==> config.mk <==
export PLATFORM = sky130hd
export DESIGN_NAME = ntc_adc_to_temperature
export DESIGN_NICKNAME = d
export VERILOG_FILES = /design/src/hdl/ntcadc_pkg.sv /design/src/hdl/ntcadc_div.sv /design/src/hdl/ntc_adc_to_temperature.sv
export SDC_FILE = /design/constraint.sdc
export NUM_CORES = 1
export LEC_CHECK = 0
export BUFFER_PORTS_ARGS = -buffer_cell sky130_fd_sc_hd__buf_2
export CAP_MARGIN = 20
export CORE_UTILIZATION = 60
export DETAILED_ROUTE_END_ITERATION = 6
export GPL_ROUTABILITY_DRIVEN = 0
export PLACE_DENSITY = 0.81
export SLEW_MARGIN = 20
export SYNTH_ARGS = -nofsm -noshare
export SYNTH_HDL_FRONTEND = slang
export SYNTH_SLANG_ARGS = --single-unit
==> constraint.sdc <==
create_clock -name aclk -period 10.1 [get_ports aclk]
set_clock_uncertainty 0.05 [all_clocks]
set_input_delay 0 -clock aclk [delete_from_list [all_inputs] [get_ports aclk]]
set_output_delay 0 -clock aclk [all_outputs]
set_load 0.005 [all_outputs]
==> src/hdl/ntcadc_pkg.sv <==
// Shared constants, breakpoint tables and types for the NTC ADC to temperature block.
`timescale 1ns / 1ps

package ntcadc_pkg;

    localparam int TABLE_ENTRIES  = 30;
    localparam int STORED_ENTRIES = 30;
    localparam int IDX_W          = (TABLE_ENTRIES > 1) ? $clog2(TABLE_ENTRIES) : 1;
    localparam int SIDX_W         = $clog2(STORED_ENTRIES);

    localparam int ADC_W   = 12;
    localparam int SPAN_W  = 8;
    localparam int BPT_W   = 12;
    localparam int PROD_W  = 18;
    localparam int TEMP_W  = 20;
    localparam int OUT_W   = 16;
    localparam int OFS_W   = 8;

    localparam logic [IDX_W-1:0]  LAST_IDX = IDX_W'(TABLE_ENTRIES - 1);
    localparam logic [PROD_W-1:0] SLOPE_TENTHS = PROD_W'(50);
    localparam logic signed [TEMP_W-1:0] TEMP_HIGH_LIMIT = TEMP_W'(999);
    localparam logic signed [TEMP_W-1:0] TEMP_LOW_LIMIT  = -TEMP_W'(400);
    localparam logic [OFS_W-1:0] OFFSET_RESET = '0;
    localparam logic [OUT_W-1:0] ALARM_RESET  = OUT_W'(32767);

    localparam logic [ADC_W-1:0] BP_COUNT [STORED_ENTRIES] = '{
        12'd3976, 12'd3932, 12'd3876, 12'd3800, 12'd3712, 12'd3600, 12'd3468, 12'd3312,
        12'd3132, 12'd2936, 12'd2724, 12'd2504, 12'd2276, 12'd2048, 12'd1824, 12'd1620,
        12'd1424, 12'd1244, 12'd1088, 12'd944,  12'd816,  12'd704,  12'd612,  12'd528,
        12'd456,  12'd396,  12'd344,  12'd300,  12'd260,  12'd0
    };

    localparam logic signed [BPT_W-1:0] BP_TEMP [STORED_ENTRIES] = '{
        -12'sd400, -12'sd350, -12'sd300, -12'sd250, -12'sd200, -12'sd150, -12'sd100,
        -12'sd50,  12'sd0,    12'sd50,   12'sd100,  12'sd150,  12'sd200,  12'sd250,
        12'sd300,  12'sd350,  12'sd400,  12'sd450,  12'sd500,  12'sd550,  12'sd600,
        12'sd650,  12'sd700,  12'sd750,  12'sd800,  12'sd850,  12'sd900,  12'sd950,
        12'sd1000, 12'sd2000
    };

    localparam logic [SPAN_W-1:0] BP_SPAN [STORED_ENTRIES] = '{
        8'd36,  8'd44,  8'd56,  8'd76,  8'd88,  8'd112, 8'd132, 8'd156, 8'd180, 8'd196,
        8'd212, 8'd220, 8'd228, 8'd228, 8'd224, 8'd204, 8'd196, 8'd180, 8'd156, 8'd128,
        8'd128, 8'd112, 8'd92,  8'd84,  8'd72,  8'd60,  8'd52,  8'd44,  8'd40,  8'd255
    };

    typedef enum logic [0:0] {
        REG_OFFSET = 1'b0,
        REG_ALARM  = 1'b1
    } reg_idx_t;

    typedef struct packed {
        logic busy;
        logic done;
    } div_status_t;

    function automatic logic [SIDX_W-1:0] clamp_idx(input logic [IDX_W-1:0] i);
        logic [SIDX_W-1:0] j;
        j = (int'(i) < STORED_ENTRIES) ? SIDX_W'(i) : SIDX_W'(STORED_ENTRIES - 1);
        return j;
    endfunction

    function automatic logic [ADC_W-1:0] bp_count(input logic [IDX_W-1:0] i);
        return BP_COUNT[clamp_idx(i)];
    endfunction

    function automatic logic signed [BPT_W-1:0] bp_temp(input logic [IDX_W-1:0] i);
        return BP_TEMP[clamp_idx(i)];
    endfunction

    function automatic logic [SPAN_W-1:0] bp_span(input logic [IDX_W-1:0] i);
        logic [SPAN_W-1:0] s;
        s = BP_SPAN[clamp_idx(i)];
        return (s == '0) ? SPAN_W'(1) : s;
    endfunction

endpackage

==> src/hdl/ntcadc_div.sv <==
// Restoring unsigned divider, one quotient bit per cycle.
`timescale 1ns / 1ps

module ntcadc_div
    import ntcadc_pkg::*;
(
    input  logic                aclk,
    input  logic                aresetn,
    input  logic                start,
    input  logic [PROD_W-1:0]   dividend,
    input  logic [SPAN_W-1:0]   divisor,
    output logic [PROD_W-1:0]   quotient,
    output div_status_t         status
);

    localparam int CNT_W = $clog2(PROD_W + 1);

    logic [PROD_W-1:0] dvd_reg, dvd_next;
    logic [SPAN_W-1:0] dsr_reg, dsr_next;
    logic [SPAN_W-1:0] rem_reg, rem_next;
    logic [CNT_W-1:0]  cnt_reg, cnt_next;
    logic              busy_reg, busy_next;
    logic              done_reg, done_next;
    logic [SPAN_W:0]   trial;
    logic              fits;

    assign trial = {rem_reg, dvd_reg[PROD_W-1]};
    assign fits  = (trial >= {1'b0, dsr_reg});

    always_comb begin
        dvd_next  = dvd_reg;
        dsr_next  = dsr_reg;
        rem_next  = rem_reg;
        cnt_next  = cnt_reg;
        busy_next = busy_reg;
        done_next = 1'b0;
        if (start) begin
            dvd_next  = dividend;
            dsr_next  = divisor;
            rem_next  = '0;
            cnt_next  = CNT_W'(PROD_W);
            busy_next = 1'b1;
        end else if (busy_reg) begin
            rem_next = fits ? SPAN_W'(trial - {1'b0, dsr_reg}) : trial[SPAN_W-1:0];
            dvd_next = {dvd_reg[PROD_W-2:0], fits};
            cnt_next = cnt_reg - CNT_W'(1);
            if (cnt_reg == CNT_W'(1)) begin
                busy_next = 1'b0;
                done_next = 1'b1;
            end
        end
    end

    always_ff @(posedge aclk) begin
        dvd_reg <= dvd_next;
        dsr_reg <= dsr_next;
        rem_reg <= rem_next;
        cnt_reg <= cnt_next;
        if (!aresetn) begin
            busy_reg <= 1'b0;
            done_reg <= 1'b0;
        end else begin
            busy_reg <= busy_next;
            done_reg <= done_next;
        end
    end

    assign quotient    = dvd_reg;
    assign status.busy = busy_reg;
    assign status.done = done_reg;

endmodule

==> src/hdl/ntc_adc_to_temperature.sv <==
// Top level: NTC thermistor ADC count to temperature in tenths of a degree.
//
// Input beats on s_t*: s_tdata[11:0] is the ADC count. One result beat per
// input on m_t*: m_tdata is the signed temperature in tenths of a degree,
// m_tuser is set when the value was replaced by the alarm register.
// An APB port writes the offset (address 0) and the alarm value (address 4).
// Operation: a linear search over the breakpoint table, one entry per cycle,
// then a restoring divider at one quotient bit per cycle, then a final
// state for offset, range check and alarm substitution.
// The search stops at the matching table entry, 0 to 29 with the default table.
// s_tready is high only while the sequencer is idle; one item at a time.
// The result sits in an output register; the next item is accepted while it
// waits. If the receiver still stalls when the next result is ready, the
// sequencer holds that result internally until the output register frees.
// Reset (synchronous, aresetn low) clears the sequencer and m_tvalid and
// restores offset 0 and alarm value 32767. No clearing pass is needed.
`timescale 1ns / 1ps

module ntc_adc_to_temperature
    import ntcadc_pkg::*;
(
    input  logic        aclk,
    input  logic        aresetn,
    input  logic        s_tvalid,
    output logic        s_tready,
    input  logic [15:0] s_tdata,   // [11:0] adc_count
    output logic        m_tvalid,
    input  logic        m_tready,
    output logic [15:0] m_tdata,   // [15:0] temperature_tenths
    output logic        m_tuser,   // [0] out_of_range
    input  logic        psel,
    input  logic        penable,
    input  logic        pwrite,
    input  logic [2:0]  paddr,
    input  logic [31:0] pwdata,
    output logic [31:0] prdata,
    output logic        pready
);

    typedef enum logic [1:0] {
        S_IDLE,
        S_SEARCH,
        S_DIV,
        S_CALC
    } state_t;

    state_t                   state_reg;
    logic [ADC_W-1:0]         adc_reg;
    logic [IDX_W-1:0]         idx_reg;
    logic signed [BPT_W-1:0]  temp_reg;
    logic [PROD_W-1:0]        prod_reg;
    logic [SPAN_W-1:0]        span_reg;
    logic                     div_start_reg;
    logic                     m_tvalid_reg;
    logic [OUT_W-1:0]         m_tdata_reg;
    logic                     m_tuser_reg;
    logic [OFS_W-1:0]         offset_reg;
    logic [OUT_W-1:0]         alarm_reg;

    logic [ADC_W-1:0]         cur_bp;
    logic                     hit;
    logic [ADC_W-1:0]         rest;
    logic [PROD_W-1:0]        quotient;
    div_status_t              div_status;
    logic signed [TEMP_W-1:0] t_val;
    logic                     alarm;
    logic                     out_free;
    logic                     cfg_wr;
    reg_idx_t                 cfg_idx;

    assign cur_bp = bp_count(idx_reg);
    assign hit    = (adc_reg >= cur_bp) || (idx_reg == LAST_IDX);
    assign rest   = (adc_reg >= cur_bp) ? (adc_reg - cur_bp) : '0;

    assign t_val = TEMP_W'(temp_reg) - $signed({2'b00, quotient})
                 + TEMP_W'($signed(offset_reg));
    assign alarm = (t_val > TEMP_HIGH_LIMIT) || (t_val < TEMP_LOW_LIMIT);
    assign out_free = !m_tvalid_reg || m_tready;

    ntcadc_div u_div (
        .aclk     (aclk),
        .aresetn  (aresetn),
        .start    (div_start_reg),
        .dividend (prod_reg),
        .divisor  (span_reg),
        .quotient (quotient),
        .status   (div_status)
    );

    always_ff @(posedge aclk) begin
        if (!aresetn) begin
            state_reg     <= S_IDLE;
            div_start_reg <= 1'b0;
            m_tvalid_reg  <= 1'b0;
        end else begin
            div_start_reg <= (state_reg == S_SEARCH) && hit;
            unique case (state_reg)
                S_IDLE: begin
                    if (s_tvalid) begin
                        adc_reg   <= s_tdata[ADC_W-1:0];
                        idx_reg   <= '0;
                        state_reg <= S_SEARCH;
                    end
                end
                S_SEARCH: begin
                    if (hit) begin
                        temp_reg  <= bp_temp(idx_reg);
                        span_reg  <= bp_span(idx_reg);
                        prod_reg  <= PROD_W'(rest) * SLOPE_TENTHS;
                        state_reg <= S_DIV;
                    end else begin
                        idx_reg <= idx_reg + IDX_W'(1);
                    end
                end
                S_DIV: begin
                    if (div_status.done) begin
                        state_reg <= S_CALC;
                    end
                end
                S_CALC: begin
                    if (out_free) begin
                        state_reg <= S_IDLE;
                    end
                end
                default: state_reg <= S_IDLE;
            endcase

            if (state_reg == S_CALC && out_free) begin
                m_tvalid_reg <= 1'b1;
                m_tdata_reg  <= alarm ? alarm_reg : t_val[OUT_W-1:0];
                m_tuser_reg  <= alarm;
            end else if (m_tready) begin
                m_tvalid_reg <= 1'b0;
            end
        end
    end

    // APB registers
    assign cfg_idx = reg_idx_t'(paddr[2]);
    assign cfg_wr  = psel && penable && pwrite;

    always_ff @(posedge aclk) begin
        if (!aresetn) begin
            offset_reg <= OFFSET_RESET;
            alarm_reg  <= ALARM_RESET;
        end else if (cfg_wr) begin
            unique case (cfg_idx)
                REG_OFFSET: offset_reg <= pwdata[OFS_W-1:0];
                REG_ALARM:  alarm_reg  <= pwdata[OUT_W-1:0];
                default:    ;
            endcase
        end
    end

    always_comb begin
        unique case (cfg_idx)
            REG_OFFSET: prdata = {{(32-OFS_W){offset_reg[OFS_W-1]}}, offset_reg};
            REG_ALARM:  prdata = {{(32-OUT_W){alarm_reg[OUT_W-1]}}, alarm_reg};
            default:    prdata = '0;
        endcase
    end

    assign pready   = 1'b1;
    assign s_tready = (state_reg == S_IDLE);
    assign m_tvalid = m_tvalid_reg;
    assign m_tdata  = m_tdata_reg;
    assign m_tuser  = m_tuser_reg;

endmodule

After elaboration in Yosys (flattened, before gate mapping)
Memory sizes are Yosys's and may differ from the RTL's. A register that Yosys moved wholly into a read port is not among the register bits.
Index checks and enable logic that the tools add are counted.
{"block": "word_totals", "regBits": 128, "rom_bits": 1024, "mem_count": 3}
{"memory": "(name not given)", "words": 32, "width": 12, "rd": 1, "rd_clocked_by_memory_dff": 1, "wr": 0, "line": "ntcadc_pkg.sv:68", "rtl": "return BP_TEMP[clamp_idx(i)];"}
{"memory": "(name not given)", "words": 32, "width": 12, "rd": 1, "rd_clocked_by_memory_dff": 0, "wr": 0, "line": "ntcadc_pkg.sv:64", "rtl": "return BP_COUNT[clamp_idx(i)];"}
{"memory": "(name not given)", "words": 32, "width": 8, "rd": 1, "rd_clocked_by_memory_dff": 0, "wr": 0, "line": "ntcadc_pkg.sv:73", "rtl": "s = BP_SPAN[clamp_idx(i)];"}
{"block": "classes", "addsub": 6, "n_mul": 1, "magnitude_cmp": 6, "n_eq_ne": 10, "n_mux": 25, "bitwise": 4, "n_reduce_logical": 21}
{"operator": "32-bit one-hot mux with 2 select lines", "count": 1}
{"operator": "12-bit 2-to-1 mux", "count": 3}
{"operator": "18-bit 2-to-1 mux", "count": 2}
{"operator": "8-bit 2-to-1 mux", "count": 3}
{"operator": "20-bit by 8-bit adder with 20-bit output", "count": 1}
{"operator": "20-bit by 11-bit > comparator with 1-bit output, second input constant", "count": 1}
{"operator": "20-bit by 10-bit less-than comparator with 1-bit output, second input constant", "count": 1}
{"operator": "12-bit by 19-bit subtractor with 20-bit output", "count": 1}
{"operator": "12-bit by 5-bit multiplier with 17-bit output, second input constant", "count": 1}
{"operator": "16-bit 2-to-1 mux", "count": 1}
{"operator": "5-bit 2-to-1 mux", "count": 3}
{"operator": "12-bit greater-or-equal comparator", "count": 1}
{"operator": "12-bit subtractor", "count": 1}
{"operator": "5-bit one-hot mux with 2 select lines", "count": 1}
{"operator": "9-bit by 8-bit greater-or-equal comparator with 1-bit output", "count": 1}
{"operator": "8-bit logical NOT", "count": 1}
{"operator": "2-bit 2-to-1 mux", "count": 4}
{"operator": "2-bit inequality test, second input constant", "count": 4}
{"operator": "2-bit one-hot mux with 4 select lines", "count": 1}
{"operator": "4-bit AND reduction", "count": 2}
{"operator": "8-bit subtractor", "count": 1}
{"operator": "6-bit greater-or-equal comparator, second input constant", "count": 1}
{"operator": "1-bit 2-to-1 mux", "count": 6}
{"operator": "5-bit NOT with 6-bit output", "count": 1}
{"operator": "17 further kinds", "count": 30}

Logic depth before layout (Yosys ltp)
Gate-level depths: netlist of the first run.
{"block": "logic_depth", "depth_word": 10, "depth_mapped": 36, "mapped_depth_nobuf": 31}

Hierarchy
A second synthesis of the first run with hierarchy kept.
{"block": "unflattened", "cells_unflattened": 1060, "hier_area_um2": 10176.0}
{"module": "ntc_adc_to_temperature", "instances": 1, "cells_each": 881, "area_per_inst_um2": 8081.5, "seq_area_each_um2": 2662.6}
{"module": "ntcadc_div", "instances": 1, "cells_each": 179, "area_per_inst_um2": 2094.5, "seq_area_each_um2": 1081.0}

Worst setup path after synthesis of the first run
No wires, ideal clock.
{"block": "synth_path", "kind": "flip-flop to flip-flop", "start": "reg idx_reg[2]", "end": "reg prod_reg[15], data pin", "t_arrival_ps": 6861, "t_required_ps": 9792, "path_slack_ps": 2931, "path_stages_with_launch": 33, "n_path_buf": 5, "synth_period_minus_slack_ps": 7169, "cell_sequence": "edfxtp_1 > clkbuf_1 > buf_1 > clkbuf_1 > nand3_1 > nand2_1 > inv_1 > ha_1 > clkbuf_1 > mux4_2 > o21ai_0 > ha_1 > a21o_1 > a21oi_1 > nor2b_1 > o31a_1 > o21ai_0 > a211o_1 > clkbuf_1 > nor2_1 > ha_1 > ha_1 > fa_1 > ha_1 > a21oi_1 > nor2_1 > nor2_1 > o21bai_1 > a21oi_1 > o21bai_1 > a41oi_1 > nor2b_1 > xnor2_1"}
{"block": "synth_between", "elab_chain_cells": 9, "word_cells_on_any_way": 10}
{"item": "start, declared", "line": "ntc_adc_to_temperature.sv:49", "rtl": "logic [IDX_W-1:0] idx_reg;"}
{"item": "start signal, assigned", "line": "ntc_adc_to_temperature.sv:112", "rtl": "idx_reg <= idx_reg + IDX_W'(1);"}
{"item": "5-bit less-than comparator", "line": "ntcadc_pkg.sv:59", "rtl": "j = (int'(i) < STORED_ENTRIES) ? SIDX_W'(i) : SIDX_W'(STORED_ENTRIES - 1);"}
{"item": "5-bit 2-to-1 mux (*)", "line": "ntcadc_pkg.sv:59"}
{"item": "5-bit NOT with 6-bit output (implied by the code) (*)", "line": "ntcadc_pkg.sv:64"}
{"item": "memory read 32 x 12 bit (*)"}
{"item": "12-bit 2-to-1 mux (implied by the code) (*) (2 in a row)", "line": "ntcadc_pkg.sv:64"}
{"item": "12-bit subtractor or 12-bit greater-or-equal comparator (tied branches)", "line": "ntc_adc_to_temperature.sv:73", "rtl": "assign rest = (adc_reg >= cur_bp) ? (adc_reg - cur_bp) : '0;"}
{"item": "12-bit 2-to-1 mux (*)", "line": "ntc_adc_to_temperature.sv:73"}
{"item": "via rest[2]", "line": "ntc_adc_to_temperature.sv:62", "rtl": "logic [ADC_W-1:0] rest;"}
{"item": "12-bit by 5-bit multiplier with 17-bit output (*)", "line": "ntc_adc_to_temperature.sv:109", "rtl": "prod_reg <= PROD_W'(rest) * SLOPE_TENTHS;"}
{"item": "end signal, assigned", "line": "ntc_adc_to_temperature.sv:109"}
{"item": "end, declared", "line": "ntc_adc_to_temperature.sv:51", "rtl": "logic [PROD_W-1:0] prod_reg;"}
The timed path passes the listed nets; every way through them passes the cells marked *. The select of a mux whose other input is x is not followed.
A chain may end at the register's enable or synchronous reset.

Worst setup path in the final report of the first run
{"block": "layout_path", "start": "reg idx_reg[2]", "end": "reg prod_reg[15], data pin"}
{"block": "layout_between", "elab_chain_cells": 9, "word_cells_on_any_way": 10}
{"item": "5-bit less-than comparator", "line": "ntcadc_pkg.sv:59"}
{"item": "5-bit 2-to-1 mux (*)", "line": "ntcadc_pkg.sv:59"}
{"item": "5-bit NOT with 6-bit output (implied by the code) (*)", "line": "ntcadc_pkg.sv:64"}
{"item": "memory read 32 x 12 bit (*)"}
{"item": "12-bit 2-to-1 mux (implied by the code) (*) (2 in a row)", "line": "ntcadc_pkg.sv:64"}
{"item": "12-bit subtractor or 12-bit greater-or-equal comparator (tied branches)", "line": "ntc_adc_to_temperature.sv:73"}
{"item": "12-bit 2-to-1 mux (*)", "line": "ntc_adc_to_temperature.sv:73"}
{"item": "12-bit by 5-bit multiplier with 17-bit output (*)", "line": "ntc_adc_to_temperature.sv:109"}
Every way passes the cells marked *; elsewhere a longest branch is shown, timed or not. The select of a mux whose other input is x is not followed.

==> results of run 1 <==
-- cells by family (layout without fill, tap and decap cells) --
family,Yosys count,after routing,share of synthesized area
other,1,1,0.000367
buffers and inverters,185,298,0.0764
adders and majority gates,129,129,0.179
AOI/OAI and AO/OA,215,215,0.140
muxes,40,40,0.0523
xor gates and xnor gates,43,43,0.0369
and+or+nand+nor,318,318,0.147
DFF,139,139,0.367
-- worst max-delay path by stage --
| stage | end | slack, ns | cells after the start |
|---|---|---|---|
| 2_1_floorplan | prod_reg[15]$_DFFE_PP_ | 2.93 | 32 |
| 4_1_cts | prod_reg[15]$_DFFE_PP_ | 2.57 | 31 |
| 6_report | prod_reg[15]$_DFFE_PP_ | 2.53 | 31 |
| 5_1_grt | prod_reg[15]$_DFFE_PP_ | 1.99 | 31 |
| 3_3_place_gp | prod_reg[17]$_DFFE_PP_ | 2.81 | 29 |
| 3_5_place_dp | prod_reg[15]$_DFFE_PP_ | 2.59 | 31 |
-- final cells by class --
type	instances	area, sq um	area share
well taps	220	275	0.0235
inverters	127	477	0.0407
repair buffers	139	941	0.0804
clock inverters	9	87.6	0.00748
clock buffers	23	490	0.0419
flip-flops and latches	139	3740	0.320
multi-input cells	746	5690	0.486
-- metal layers --
metal,vias up,track usage,share of wire
met4,0,0.120,0.034
met5,-,0,0
li1,3897,-,-
met1,3713,0.322,0.41
met3,60,0.0536,0.051
met2,248,0.438,0.50
-- stage by stage --
step | setup slack, ns | area (sq um)
global placement | 2.81 | 10700
detailed placement | 2.59 | 10700
finish | 2.53 | 11700
global route | 1.99 | 11700
CTS | 2.57 | 11700
floorplan | 2.93 | 10200
-- placed cells by master (no fill, tap or decap), types with 5 or more instances in the layout --
| cell | instances |
|---|---|
| sky130_fd_sc_hd__or2_2 | 6 |
| sky130_fd_sc_hd__and2_1 | 6 |
| sky130_fd_sc_hd__dlygate4sd3_1 | 45 |
| sky130_fd_sc_hd__nand4_1 | 8 |
| sky130_fd_sc_hd__xnor2_1 | 23 |
| sky130_fd_sc_hd__clkbuf_16 | 19 |
| sky130_fd_sc_hd__a21oi_1 | 59 |
| sky130_fd_sc_hd__nand2b_1 | 13 |
| sky130_fd_sc_hd__nor2b_1 | 22 |
| sky130_fd_sc_hd__o21ai_1 | 8 |
| sky130_fd_sc_hd__o21bai_1 | 8 |
| sky130_fd_sc_hd__edfxtp_1 | 96 |
| sky130_fd_sc_hd__o21a_1 | 5 |
| sky130_fd_sc_hd__mux2i_1 | 5 |
| sky130_fd_sc_hd__nand3_1 | 24 |
| sky130_fd_sc_hd__fa_1 | 29 |
| sky130_fd_sc_hd__o21ai_0 | 46 |
| sky130_fd_sc_hd__buf_2 | 86 |
| sky130_fd_sc_hd__mux2_4 | 9 |
| sky130_fd_sc_hd__a21boi_0 | 5 |
| sky130_fd_sc_hd__nor2_1 | 71 |
| sky130_fd_sc_hd__nor3_1 | 15 |
| sky130_fd_sc_hd__dfxtp_1 | 43 |
| sky130_fd_sc_hd__nand2_1 | 125 |
| sky130_fd_sc_hd__a21o_1 | 17 |
| sky130_fd_sc_hd__and3_1 | 7 |
| sky130_fd_sc_hd__a211oi_1 | 10 |
| sky130_fd_sc_hd__ha_1 | 100 |
| sky130_fd_sc_hd__a31oi_1 | 8 |
| sky130_fd_sc_hd__mux2_2 | 21 |
| sky130_fd_sc_hd__o211ai_1 | 9 |
| sky130_fd_sc_hd__mux4_2 | 5 |
| sky130_fd_sc_hd__xor2_1 | 20 |
| sky130_fd_sc_hd__inv_1 | 127 |
| sky130_fd_sc_hd__buf_4 | 8 |
-- where the power goes --
| group | switching [mW] | total (mW) | internal, mW |
|---|---|---|---|
| Clock | 0.236 | 0.604 | 0.368 |
| Combinational | 1.27 | 2.15 | 0.885 |
| Sequential | 0.0603 | 0.858 | 0.797 |
-- worst max-delay path, delay by kind of cell (launching register included) --
family                   cells  cell delay, ns
AO/OA/AOI/OAI               11            2.40
XOR/XNOR                     1            0.10
adder cells (fa/ha/maj)      6            2.13
buffers and inverters        6            0.87
flip-flops                   1            0.33
multiplexers                 1            0.50
AND/OR/NAND/NOR              6            0.92
-- timing repair --
item,CTS,global route
buffers inserted,0,0
hold endpoints to repair,38,0
hold buffers,45,0
gates resized for setup,0,0
==> out/summary.txt, run 1 <==
=================================================================================
Synthesized Nets                                                             1257
DRC errors left                                                                 0
Post-DP HPWL                                                              15.6 mm
Setup repair after global routing missed its margin                         false
Number of fill cells                                                         1222
Total track usage                                                           0.260
H-tree depth                                                                    4
Actual transition at the worst max-transition pin                        0.757 ns
Deepest clock path buffer count                                                 2
Die height                                                                 132 um
I/O Buffers                                                                    86
Core footprint                                                       0.0166 sq mm
Cell area power density                                               309 mW/mm^2
Final count of negative-setup-slack endpoints                                   0
Count of flip-flops with a built-in enable after synthesis                     96
Maximum number of pins on one net before global-route repair                   45
Count of different cell masters after synthesis                                76
Outcome                                                              complete, no violations
Most frequent CP cell                                                sky130_fd_sc_hd__ha_1
Highest Clock Rate                                                        132 MHz
Antenna violations before repair                                                0
Number of clock sinks seen by CTS                                             139
Flip-flop count of the largest register after layout                           18
Fraction of the cycle the final worst path needs                            0.750
Worst min-delay path endpoint                                        offset_reg[7]$_SDFFE_PN0P_
Gate Count Post-Synth                                                        1070
Synth top area share                                                        0.282
# IOs                                                                         110
Arrival time at the worst endpoint                                        7.68 ns
Iteration-0 DRC Markers                                                       567
Library cell with the largest summed area after synthesis            sky130_fd_sc_hd__edfxtp_1
CTS root buffer                                                      sky130_fd_sc_hd__clkbuf_16
Startpoint of the lowest-slack hold path                                  penable
Number of global-route vias before repair                                    7783
Main area contributors after synthesis                               sky130_fd_sc_hd__edfxtp_1 28%, sky130_fd_sc_hd__ha_1 12%, sky130_fd_sc_hd__dfxtp_1 8.4%
Post-detailed-route wirelength per cell                                   15.6 um
Startpoint of the worst register-to-register path                    idx_reg[2]$_SDFFCE_PN0P_
Final #Nets                                                                  1357
Max stage delay cell, worst path                                     sky130_fd_sc_hd__mux4_2
Pins Over Slew Limit                                                            0
Number of warnings printed during yosys synthesis                               0
Cell row count                                                                 47
Average cell area after synthesis                                      9.54 sq um
Sequential element share of the synthesized area                            0.367
Worst hold margin                                                        0.104 ns
Highest ir drop seen on vdd                                            0.000181 V
Rel. slew slack                                                             0.492
Cts bufs inserted                                                              17
Crit path largest cell delay                                              0.50 ns
Routed vias/inst                                                             5.64
Area Growth Syn to Fin                                                      14.7%
Post-detailed-route count of antenna-violating nets                             0
Fraction of final layout cells with drive strength greater than 1           0.152
Leading cell type by number of instances after synthesis             sky130_fd_sc_hd__inv_1
Antenna cell count                                                              0
Most frequent cells after synthesis                                  127 x sky130_fd_sc_hd__inv_1, 125 x sky130_fd_sc_hd__nand2_1, 100 x sky130_fd_sc_hd__ha_1, 96 x sky130_fd_sc_hd__edfxtp_1, 72 x sky130_fd_sc_hd__nor2_1
Reported leakage power                                                    5.32 nW
Register-to-Register Setup Slack                                          2.53 ns
Type of the setup path with the least slack                               reg2reg
Number of stages on the worst hold path                                         5
Largest driver fanout on the critical path                                     37
Post-Layout Cell Count                                                       1403
Launching element of the worst setup path                            idx_reg[2]$_SDFFCE_PN0P_
Initial standard-cell utilization of the core                               0.616
Setup crit end kind                                                     flip-flop
TritonCTS clock tree                                                        built
Hold Violations, Final                                                          0
Seq cells post-synth                                                          139
Register clock-pin slew on the reported worst setup and hold paths        0.06 ns
Sum of negative setup slack                                                  0 ns
Reported max-cap violation count                                                0
Width of the die                                                           132 um
Final Total Pwr                                                           3.61 mW
Capturing point of the worst reg2reg path                            prod_reg[15]$_DFFE_PP_
Worst hold path class                                                      in2reg
Die area                                                             0.0175 sq mm
Global-route wire length before repair                                    36.4 mm
Required arrival time at the worst endpoint                              10.21 ns
Minimum clock period                                                      7.57 ns
Number of cells after detailed placement                                     1326
Post-synthesis async set-or-reset flop share                                    0
Top_reg_cell synth                                                   sky130_fd_sc_hd__edfxtp_1
Total gr overflow                                                               0
Count of TritonRoute iterations in the first routing pass                       5
Final wirelength                                                          21.9 mm
Synthesized cell area                                                0.0102 sq mm
Nature of the critical path startpoint                                  flip-flop
Total via count in the routed design                                         7918
Fraction of the core area covered by cells at the end of the flow           0.706
Number of cells on the worst reg-to-reg path                                   31
Clock latency at the later pin of the worst-skew pair                     0.42 ns
=================================================================================
Note: power is estimated with default switching activity, not from simulation.
==> run 2, diff against run 1 <==
ABC_AREA = 1   (was not set)
CORE_UTILIZATION = 54   (was 60)
PLACE_DENSITY = 0.77   (was 0.81)
clock period = 6.81 ns   (was 10.1 ns; I/O delays follow)
==> out/summary.txt, run 2 <==
=====================================================================================
Deepest clock path buffer count                                                     2   unchanged
Global-route wire length before repair                                        40.3 mm   was 36.4 mm
I/O Buffers                                                                        86   unchanged
Synthesized Nets                                                                 1473   was 1257
Post-DP HPWL                                                                  18.0 mm   was 15.6 mm
Width of the die                                                               139 um   was 132 um
Count of TritonRoute iterations in the first routing pass                           6   was 5
Maximum number of pins on one net before global-route repair                       41   was 45
Register-to-Register Setup Slack                                              0.44 ns   was 2.53 ns
Actual transition at the worst max-transition pin                            0.987 ns   was 0.757 ns
Routed vias/inst                                                                 5.46   was 5.64
Core footprint                                                           0.0182 sq mm   was 0.0166 sq mm
Iteration-0 DRC Markers                                                           804   was 567
Crit path largest cell delay                                                  0.49 ns   was 0.50 ns
DRC errors left                                                                     0   unchanged
Top_reg_cell synth                                                       sky130_fd_sc_hd__edfxtp_1   unchanged
Worst hold path class                                                          in2reg   unchanged
Post-Layout Cell Count                                                           1648   was 1403
Worst hold margin                                                            0.118 ns   was 0.104 ns
Max stage delay cell, worst path                                         sky130_fd_sc_hd__edfxtp_1   was sky130_fd_sc_hd__mux4_2
Initial standard-cell utilization of the core                                   0.560   was 0.616
Flip-flop count of the largest register after layout                               18   unchanged
Arrival time at the worst endpoint                                            6.50 ns   was 7.68 ns
Pins Over Slew Limit                                                                0   unchanged
Library cell with the largest summed area after synthesis                sky130_fd_sc_hd__edfxtp_1   unchanged
Rel. slew slack                                                                 0.339   was 0.492
Count of different cell masters after synthesis                                    48   was 76
Total gr overflow                                                                   0   unchanged
Cell row count                                                                     49   was 47
Setup repair after global routing missed its margin                             false   unchanged
H-tree depth                                                                        4   unchanged
Final count of negative-setup-slack endpoints                                       0   unchanged
Fraction of the cycle the final worst path needs                                0.936   was 0.750
Commonest cells after routing, fill and taps aside                       305 x sky130_fd_sc_hd__nand2_1, 210 x sky130_fd_sc_hd__inv_1, 99 x sky130_fd_sc_hd__ha_1   was 127 x sky130_fd_sc_hd__inv_1, 125 x sky130_fd_sc_hd__nand2_1, 100 x sky130_fd_sc_hd__ha_1
Final #Nets                                                                      1593   was 1357
Count of flip-flops with a built-in enable after synthesis                         96   unchanged
Synth top area share                                                            0.283   was 0.282
Area Growth Syn to Fin                                                          16.1%   was 14.7%
Number of clock sinks seen by CTS                                                 139   unchanged
Capturing point of the worst reg2reg path                                prod_reg[16]$_DFFE_PP_   was prod_reg[15]$_DFFE_PP_
Sum of negative setup slack                                                      0 ns   unchanged
Antenna violations before repair                                                    0   unchanged
Number of warnings printed during yosys synthesis                                   0   unchanged
# IOs                                                                             110   unchanged
Place WS                                                                     0.207 ns   was 2.59 ns
Highest ir drop seen on vdd                                                0.000822 V   was 0.000181 V
Post-detailed-route wirelength per cell                                       14.8 um   was 15.6 um
Clock latency at the later pin of the worst-skew pair                         0.43 ns   was 0.42 ns
Highest Clock Rate                                                            157 MHz   was 132 MHz
Antenna cell count                                                                  0   unchanged
Required arrival time at the worst endpoint                                   6.94 ns   was 10.21 ns
Fraction of final layout cells with drive strength greater than 1               0.121   was 0.152
Type of the setup path with the least slack                                   reg2reg   unchanged
Post-detailed-route count of antenna-violating nets                                 0   unchanged
Reported leakage power                                                        5.81 nW   was 5.32 nW
Outcome                                                                  complete, no violations   unchanged
Total via count in the routed design                                             8999   was 7918
Total track usage                                                               0.261   was 0.260
Nature of the critical path startpoint                                      flip-flop   unchanged
Minimum clock period                                                          6.37 ns   was 7.57 ns
Seq cells post-synth                                                              139   unchanged
DP Area                                                                  0.0108 sq mm   was 0.0107 sq mm
Synthesized cell area                                                    0.0102 sq mm   about the same
Worst min-delay path endpoint                                            alarm_reg[14]$_SDFFE_PN1P_   was offset_reg[7]$_SDFFE_PN0P_
Most frequent standard cell in the layout excluding fill and tap cells   sky130_fd_sc_hd__nand2_1   was sky130_fd_sc_hd__inv_1
Cell area power density                                                   501 mW/mm^2   was 309 mW/mm^2
Startpoint of the worst register-to-register path                        idx_reg[1]$_SDFFCE_PN0P_   was idx_reg[2]$_SDFFCE_PN0P_
Most frequent cells after synthesis                                      307 x sky130_fd_sc_hd__nand2_1, 210 x sky130_fd_sc_hd__inv_1, 100 x sky130_fd_sc_hd__ha_1, 97 x sky130_fd_sc_hd__nor2_1, 96 x sky130_fd_sc_hd__edfxtp_1   was 127 x sky130_fd_sc_hd__inv_1, 125 x sky130_fd_sc_hd__nand2_1, 100 x sky130_fd_sc_hd__ha_1, 96 x sky130_fd_sc_hd__edfxtp_1, 72 x sky130_fd_sc_hd__nor2_1
Final worst setup slack                                                      0.438 ns   was 2.53 ns
Cts bufs inserted                                                                  17   unchanged
Reported max-cap violation count                                                    0   unchanged
Number of global-route vias before repair                                        8465   was 7783
Largest driver fanout on the critical path                                          6   was 37
Final wirelength                                                              24.5 mm   was 21.9 mm
Main area contributors after synthesis                                   sky130_fd_sc_hd__edfxtp_1 28%, sky130_fd_sc_hd__ha_1 12%, sky130_fd_sc_hd__nand2_1 11%   was sky130_fd_sc_hd__edfxtp_1 28%, sky130_fd_sc_hd__ha_1 12%, sky130_fd_sc_hd__dfxtp_1 8.4%
Post-synthesis async set-or-reset flop share                                        0   unchanged
Sequential element share of the synthesized area                                0.367   about the same
Number of post-CTS setup repair buffers                                             0   unchanged
Startpoint of the lowest-slack hold path                                         psel   was penable
Hold Violations, Final                                                              0   unchanged
Number of cells on the worst reg-to-reg path                                       30   was 31
Number of fill cells                                                             1448   was 1222
Average cell area after synthesis                                          7.92 sq um   was 9.54 sq um
Number of cells after detailed placement                                         1573   was 1326
Setup crit end kind                                                         flip-flop   unchanged
Summed area of non-filler cells in the final layout                      0.0118 sq mm   was 0.0117 sq mm
Fraction of the core area covered by cells at the end of the flow               0.650   was 0.706
TritonCTS clock tree                                                            built   unchanged
CTS root buffer                                                          sky130_fd_sc_hd__clkbuf_16   unchanged
Final Total Pwr                                                               5.92 mW   was 3.61 mW
Die height                                                                     139 um   was 132 um
Gate Count Post-Synth                                                            1286   was 1070
Register clock-pin slew on the reported worst setup and hold paths            0.07 ns   was 0.06 ns
Die area                                                                 0.0194 sq mm   was 0.0175 sq mm
Leading cell type by number of instances after synthesis                 sky130_fd_sc_hd__nand2_1   was sky130_fd_sc_hd__inv_1
Number of stages on the worst hold path                                             5   unchanged
=====================================================================================
-- run 2: changes by cell type in the layout (fill, tap and decap cells not counted), moves of 22 or more --
cell and delta:
sky130_fd_sc_hd__o21ai_0 +32, sky130_fd_sc_hd__nand3_1 +43, sky130_fd_sc_hd__nor2b_1 -22, sky130_fd_sc_hd__nand2_1 +180
sky130_fd_sc_hd__nor2_1 +26, sky130_fd_sc_hd__inv_1 +83
-- run 2: cell families after synthesis --
group | Yosys count | synth area share
flip-flops | 139 | 0.367
XOR/XNOR | 20 | 0.0172
AND/OR/NAND/NOR | 532 | 0.219
other | 1 | 0.000368
buffers and inverters | 258 | 0.103
adder cells (fa/ha/maj) | 129 | 0.180
AO/OA/AOI/OAI | 207 | 0.113
-- run 2: layout make-up --
class | instances | area, sq um | share of cell area
Inverter | 215 | 807 | 0.0682
Sequential cell | 139 | 3740 | 0.316
Clock buffer | 18 | 439 | 0.0371
Timing Repair Buffer | 144 | 973 | 0.0823
Clock inverter | 14 | 145 | 0.0123
Multi-Input combinational cell | 889 | 5440 | 0.460
Tap cell | 229 | 287 | 0.0242
-- run 2: worst max path at each step --
stage | from | slack (ns) | cells after the start | endpoint
global placement | idx_reg[4]$_SDFFCE_PN0P_ | 0.41 | 32 | prod_reg[17]$_DFFE_PP_
global route | idx_reg[4]$_SDFFCE_PN0P_ | 0.02 | 32 | prod_reg[16]$_DFFE_PP_
CTS | idx_reg[4]$_SDFFCE_PN0P_ | 0.11 | 32 | prod_reg[16]$_DFFE_PP_
detailed placement | idx_reg[4]$_SDFFCE_PN0P_ | 0.21 | 32 | prod_reg[16]$_DFFE_PP_
floorplan | idx_reg[3]$_SDFFCE_PN0P_ | 0.43 | 29 | prod_reg[17]$_DFFE_PP_
finish | idx_reg[1]$_SDFFCE_PN0P_ | 0.44 | 30 | prod_reg[16]$_DFFE_PP_
-- run 2: timing repair --
action                                  in CTS  in global routing
endpoints found under the hold margin       38                  0
gates resized for setup                      0                 10
hold buffers                                43                  0
endpoints found under the setup margin       0                  7
-- run 2: layer usage --
metal	share of wire	GRT usage
met1	0.43	0.334
met2	0.47	0.433
met3	0.061	0.0437
met4	0.038	0.122
met5	0	0
-- run 2: where the power goes --
group | total (mW) | internal [mW] | switching [mW]
Clock | 0.914 | 0.500 | 0.415
Sequential | 1.31 | 1.23 | 0.0855
Combinational | 3.70 | 1.37 | 2.33
-- run 2: critical path: cells and delay by family, from the launching register on --
kind / cells / cell delay (ns)
compound gates: 7 / 1.12
buf+inv: 4 / 0.59
simple gates: 12 / 1.69
xor+xnor: 1 / 0.12
flops: 1 / 0.49
fa+ha+maj: 6 / 2.05
==> run 3, diff against run 2 <==
CORE_UTILIZATION = 35   (was 54)
PLACE_DENSITY = not set   (was 0.77)
==> out/summary.txt, run 3 (same netlist as run 2, synthesis figures left out) <==
=====================================================================================
Register clock-pin slew on the reported worst setup and hold paths            0.06 ns   was 0.07 ns
Total via count in the routed design                                             8659   was 8999
Core footprint                                                           0.0287 sq mm   was 0.0182 sq mm
Cell area power density                                                   490 mW/mm^2   was 501 mW/mm^2
Maximum number of pins on one net before global-route repair                       41   unchanged
Reg power frac                                                                  0.222   was 0.221
Place WS                                                                     0.402 ns   was 0.207 ns
Combined area of the multi-input logic cells                             0.00542 sq mm   was 0.00544 sq mm
Largest driver fanout on the critical path                                          9   was 6
Most frequent CP cell                                                    sky130_fd_sc_hd__ha_1
Highest ir drop seen on vdd                                                0.000390 V   was 0.000822 V
DRC errors left                                                                     0   unchanged
Actual transition at the worst max-transition pin                            0.820 ns   was 0.987 ns
Number of fill cells                                                             2913   was 1448
Combined flip-flop and latch cell area                                   0.00374 sq mm   unchanged
H-tree depth                                                                        4   unchanged
Hold Violations, Final                                                              0   unchanged
Rel. slew slack                                                                 0.453   was 0.339
Reported leakage power                                                        5.81 nW   about the same
Fraction of the core area covered by cells at the end of the flow               0.418   was 0.650
Fraction of final layout cells with drive strength greater than 1               0.124   was 0.121
Initial standard-cell utilization of the core                                   0.355   was 0.560
Iteration-0 DRC Markers                                                           572   was 804
Highest Clock Rate                                                            159 MHz   was 157 MHz
Flip-flop count of the largest register after layout                               18   unchanged
Wire length on met2                                                           11.6 mm   was 11.5 mm
Post-detailed-route wirelength per cell                                       13.5 um   was 14.8 um
Sum of negative setup slack                                                      0 ns   unchanged
Worst hold path class                                                          in2reg   unchanged
Total gr overflow                                                                   0   unchanged
Top routing layer in use                                                         met4   unchanged
Portion of total power attributed to the clock network                          0.150   was 0.154
CTS root buffer                                                          sky130_fd_sc_hd__clkbuf_16   unchanged
Number of cells after detailed placement                                         1735   was 1573
Switching power share of the total                                              0.466   was 0.478
I/O Buffers                                                                        86   unchanged
Minimum clock period                                                          6.29 ns   was 6.37 ns
Setup crit end kind                                                         flip-flop   unchanged
Clock latency at the later pin of the worst-skew pair                         0.42 ns   was 0.43 ns
Setup repair after global routing missed its margin                             false   unchanged
Worst hold margin                                                           0.0299 ns   was 0.118 ns
Total track usage                                                               0.167   was 0.261
Met3 wire length                                                               875 um   was 1.49 mm
Die area                                                                 0.0298 sq mm   was 0.0194 sq mm
Fraction of the cycle the final worst path needs                                0.923   was 0.936
Crit path largest cell delay                                                  0.50 ns   was 0.49 ns
Global-route wire length before repair                                        40.3 mm   about the same
Number of global-route vias before repair                                        8246   was 8465
Metal-1 WL                                                                    11.4 mm   was 10.5 mm
Most frequent standard cell in the layout excluding fill and tap cells   sky130_fd_sc_hd__nand2_1   unchanged
Required arrival time at the worst endpoint                                   6.93 ns   was 6.94 ns
Final count of negative-setup-slack endpoints                                       0   unchanged
Cts bufs inserted                                                                  17   unchanged
Count of TritonRoute iterations in the first routing pass                           7   was 6
Commonest cells after routing, fill and taps aside                       306 x sky130_fd_sc_hd__nand2_1, 210 x sky130_fd_sc_hd__inv_1, 100 x sky130_fd_sc_hd__ha_1   was 305 x sky130_fd_sc_hd__nand2_1, 210 x sky130_fd_sc_hd__inv_1, 99 x sky130_fd_sc_hd__ha_1
Max stage delay cell, worst path                                         sky130_fd_sc_hd__fa_1   was sky130_fd_sc_hd__edfxtp_1
Final #Nets                                                                      1599   was 1593
TritonCTS clock tree                                                            built   unchanged
# IOs                                                                             110   unchanged
Final wirelength                                                              24.4 mm   was 24.5 mm
Final Total Pwr                                                               5.89 mW   was 5.92 mW
Internal power                                                                3.14 mW   was 3.09 mW
Deepest clock path buffer count                                                     2   unchanged
Pins Over Slew Limit                                                                0   unchanged
Cell row count                                                                     62   was 49
Die height                                                                     173 um   was 139 um
Final worst setup slack                                                      0.522 ns   was 0.438 ns
Width of the die                                                               173 um   was 139 um
Antenna violations before repair                                                    0   unchanged
Outcome                                                                  complete, no violations   unchanged
Area Growth Syn to Fin                                                          17.9%   was 16.1%
Net Sw Power                                                                  2.75 mW   was 2.83 mW
Combinational power share                                                       0.628   was 0.624
Post-Layout Cell Count                                                           1809   was 1648
Arrival time at the worst endpoint                                            6.40 ns   was 6.50 ns
Type of the setup path with the least slack                                   reg2reg   unchanged
Reported max-cap violation count                                                    0   unchanged
DP Area                                                                  0.0110 sq mm   was 0.0108 sq mm
Nature of the critical path startpoint                                      flip-flop   unchanged
Post-detailed-route count of antenna-violating nets                                 0   unchanged
Antenna cell count                                                                  0   unchanged
Post-DP HPWL                                                                  18.7 mm   was 18.0 mm
Summed area of non-filler cells in the final layout                      0.0120 sq mm   was 0.0118 sq mm
Number of clock sinks seen by CTS                                                 139   unchanged
Routed vias/inst                                                                 4.79   was 5.46
=====================================================================================
==> run 3: changes by cell type in the layout (fill, tap and decap cells not counted), sizes merged <==
cell	previous run	this run
buf	101	111
bufinv	0	1
clkinv	4	6
clkinvlp	0	4
dlygate4sd3	43	39
inv	225	218
==> run 3: power by group through the flow <==
stage	clock network [mW]	registers [mW]	logic, mW
after CTS	0.903	1.31	3.68
after floorplan	0	1.30	2.78
after detailed placement	0	1.32	3.63
after global routing	0.931	1.32	4.27
after global placement	0	1.32	3.58
final	0.886	1.31	3.70
==> run 3: worst max-delay path: cells and delay by family (launching register included) <==
kind                       cells  cell delay [ns]
and+or+nand+nor                8             0.97
buffers and inverters          7             0.74
xor gates and xnor gates       1             0.15
AOI/OAI and AO/OA              8             1.35
DFF                            1             0.40
adders and majority gates      7             2.38
==> run 3: path summary, 6_finish.rpt <==
| check | start | slack [ns] | end | cells past startpoint |
|---|---|---|---|---|
| setup / recovery | idx_reg[4]$_SDFFCE_PN0P_ | 0.52 | prod_reg[17]$_DFFE_PP_ | 31 |
| hold / removal | aresetn | 0.03 | m_tvalid$_SDFFE_PN0P_ | 4 |
| setup reg to reg | idx_reg[4]$_SDFFCE_PN0P_ | 0.52 | prod_reg[17]$_DFFE_PP_ | 31 |
| hold reg to reg | span_reg[5]$_SDFFCE_PN0P_ | 0.36 | u_div.dsr_reg[5]$_DFFE_PP_ | 0 |
==> run 3: per-layer routing <==
layer | vias to the layer above | track usage
met5 | - | 0
met4 | 0 | 0.0562
met3 | 39 | 0.0231
met2 | 182 | 0.284
met1 | 4006 | 0.218
li1 | 4432 | -
==> run 3: area by class of cell <==
| class | instances | share of cell area |
|---|---|---|
| Multi-Input combinational cell | 889 | 0.451 |
| Timing Repair Buffer | 150 | 0.0840 |
| Tap cell | 384 | 0.0400 |
| Sequential cell | 139 | 0.312 |
| Clock inverter | 14 | 0.0100 |
| Inverter | 215 | 0.0672 |
| Clock buffer | 18 | 0.0357 |
==> run 3: timing repair <==
action	in CTS	in global routing
setup endpoints to repair	0	4
endpoints found under the hold margin	37	0
buffers inserted	0	3
gates resized for setup	0	6
hold buffers	39	0
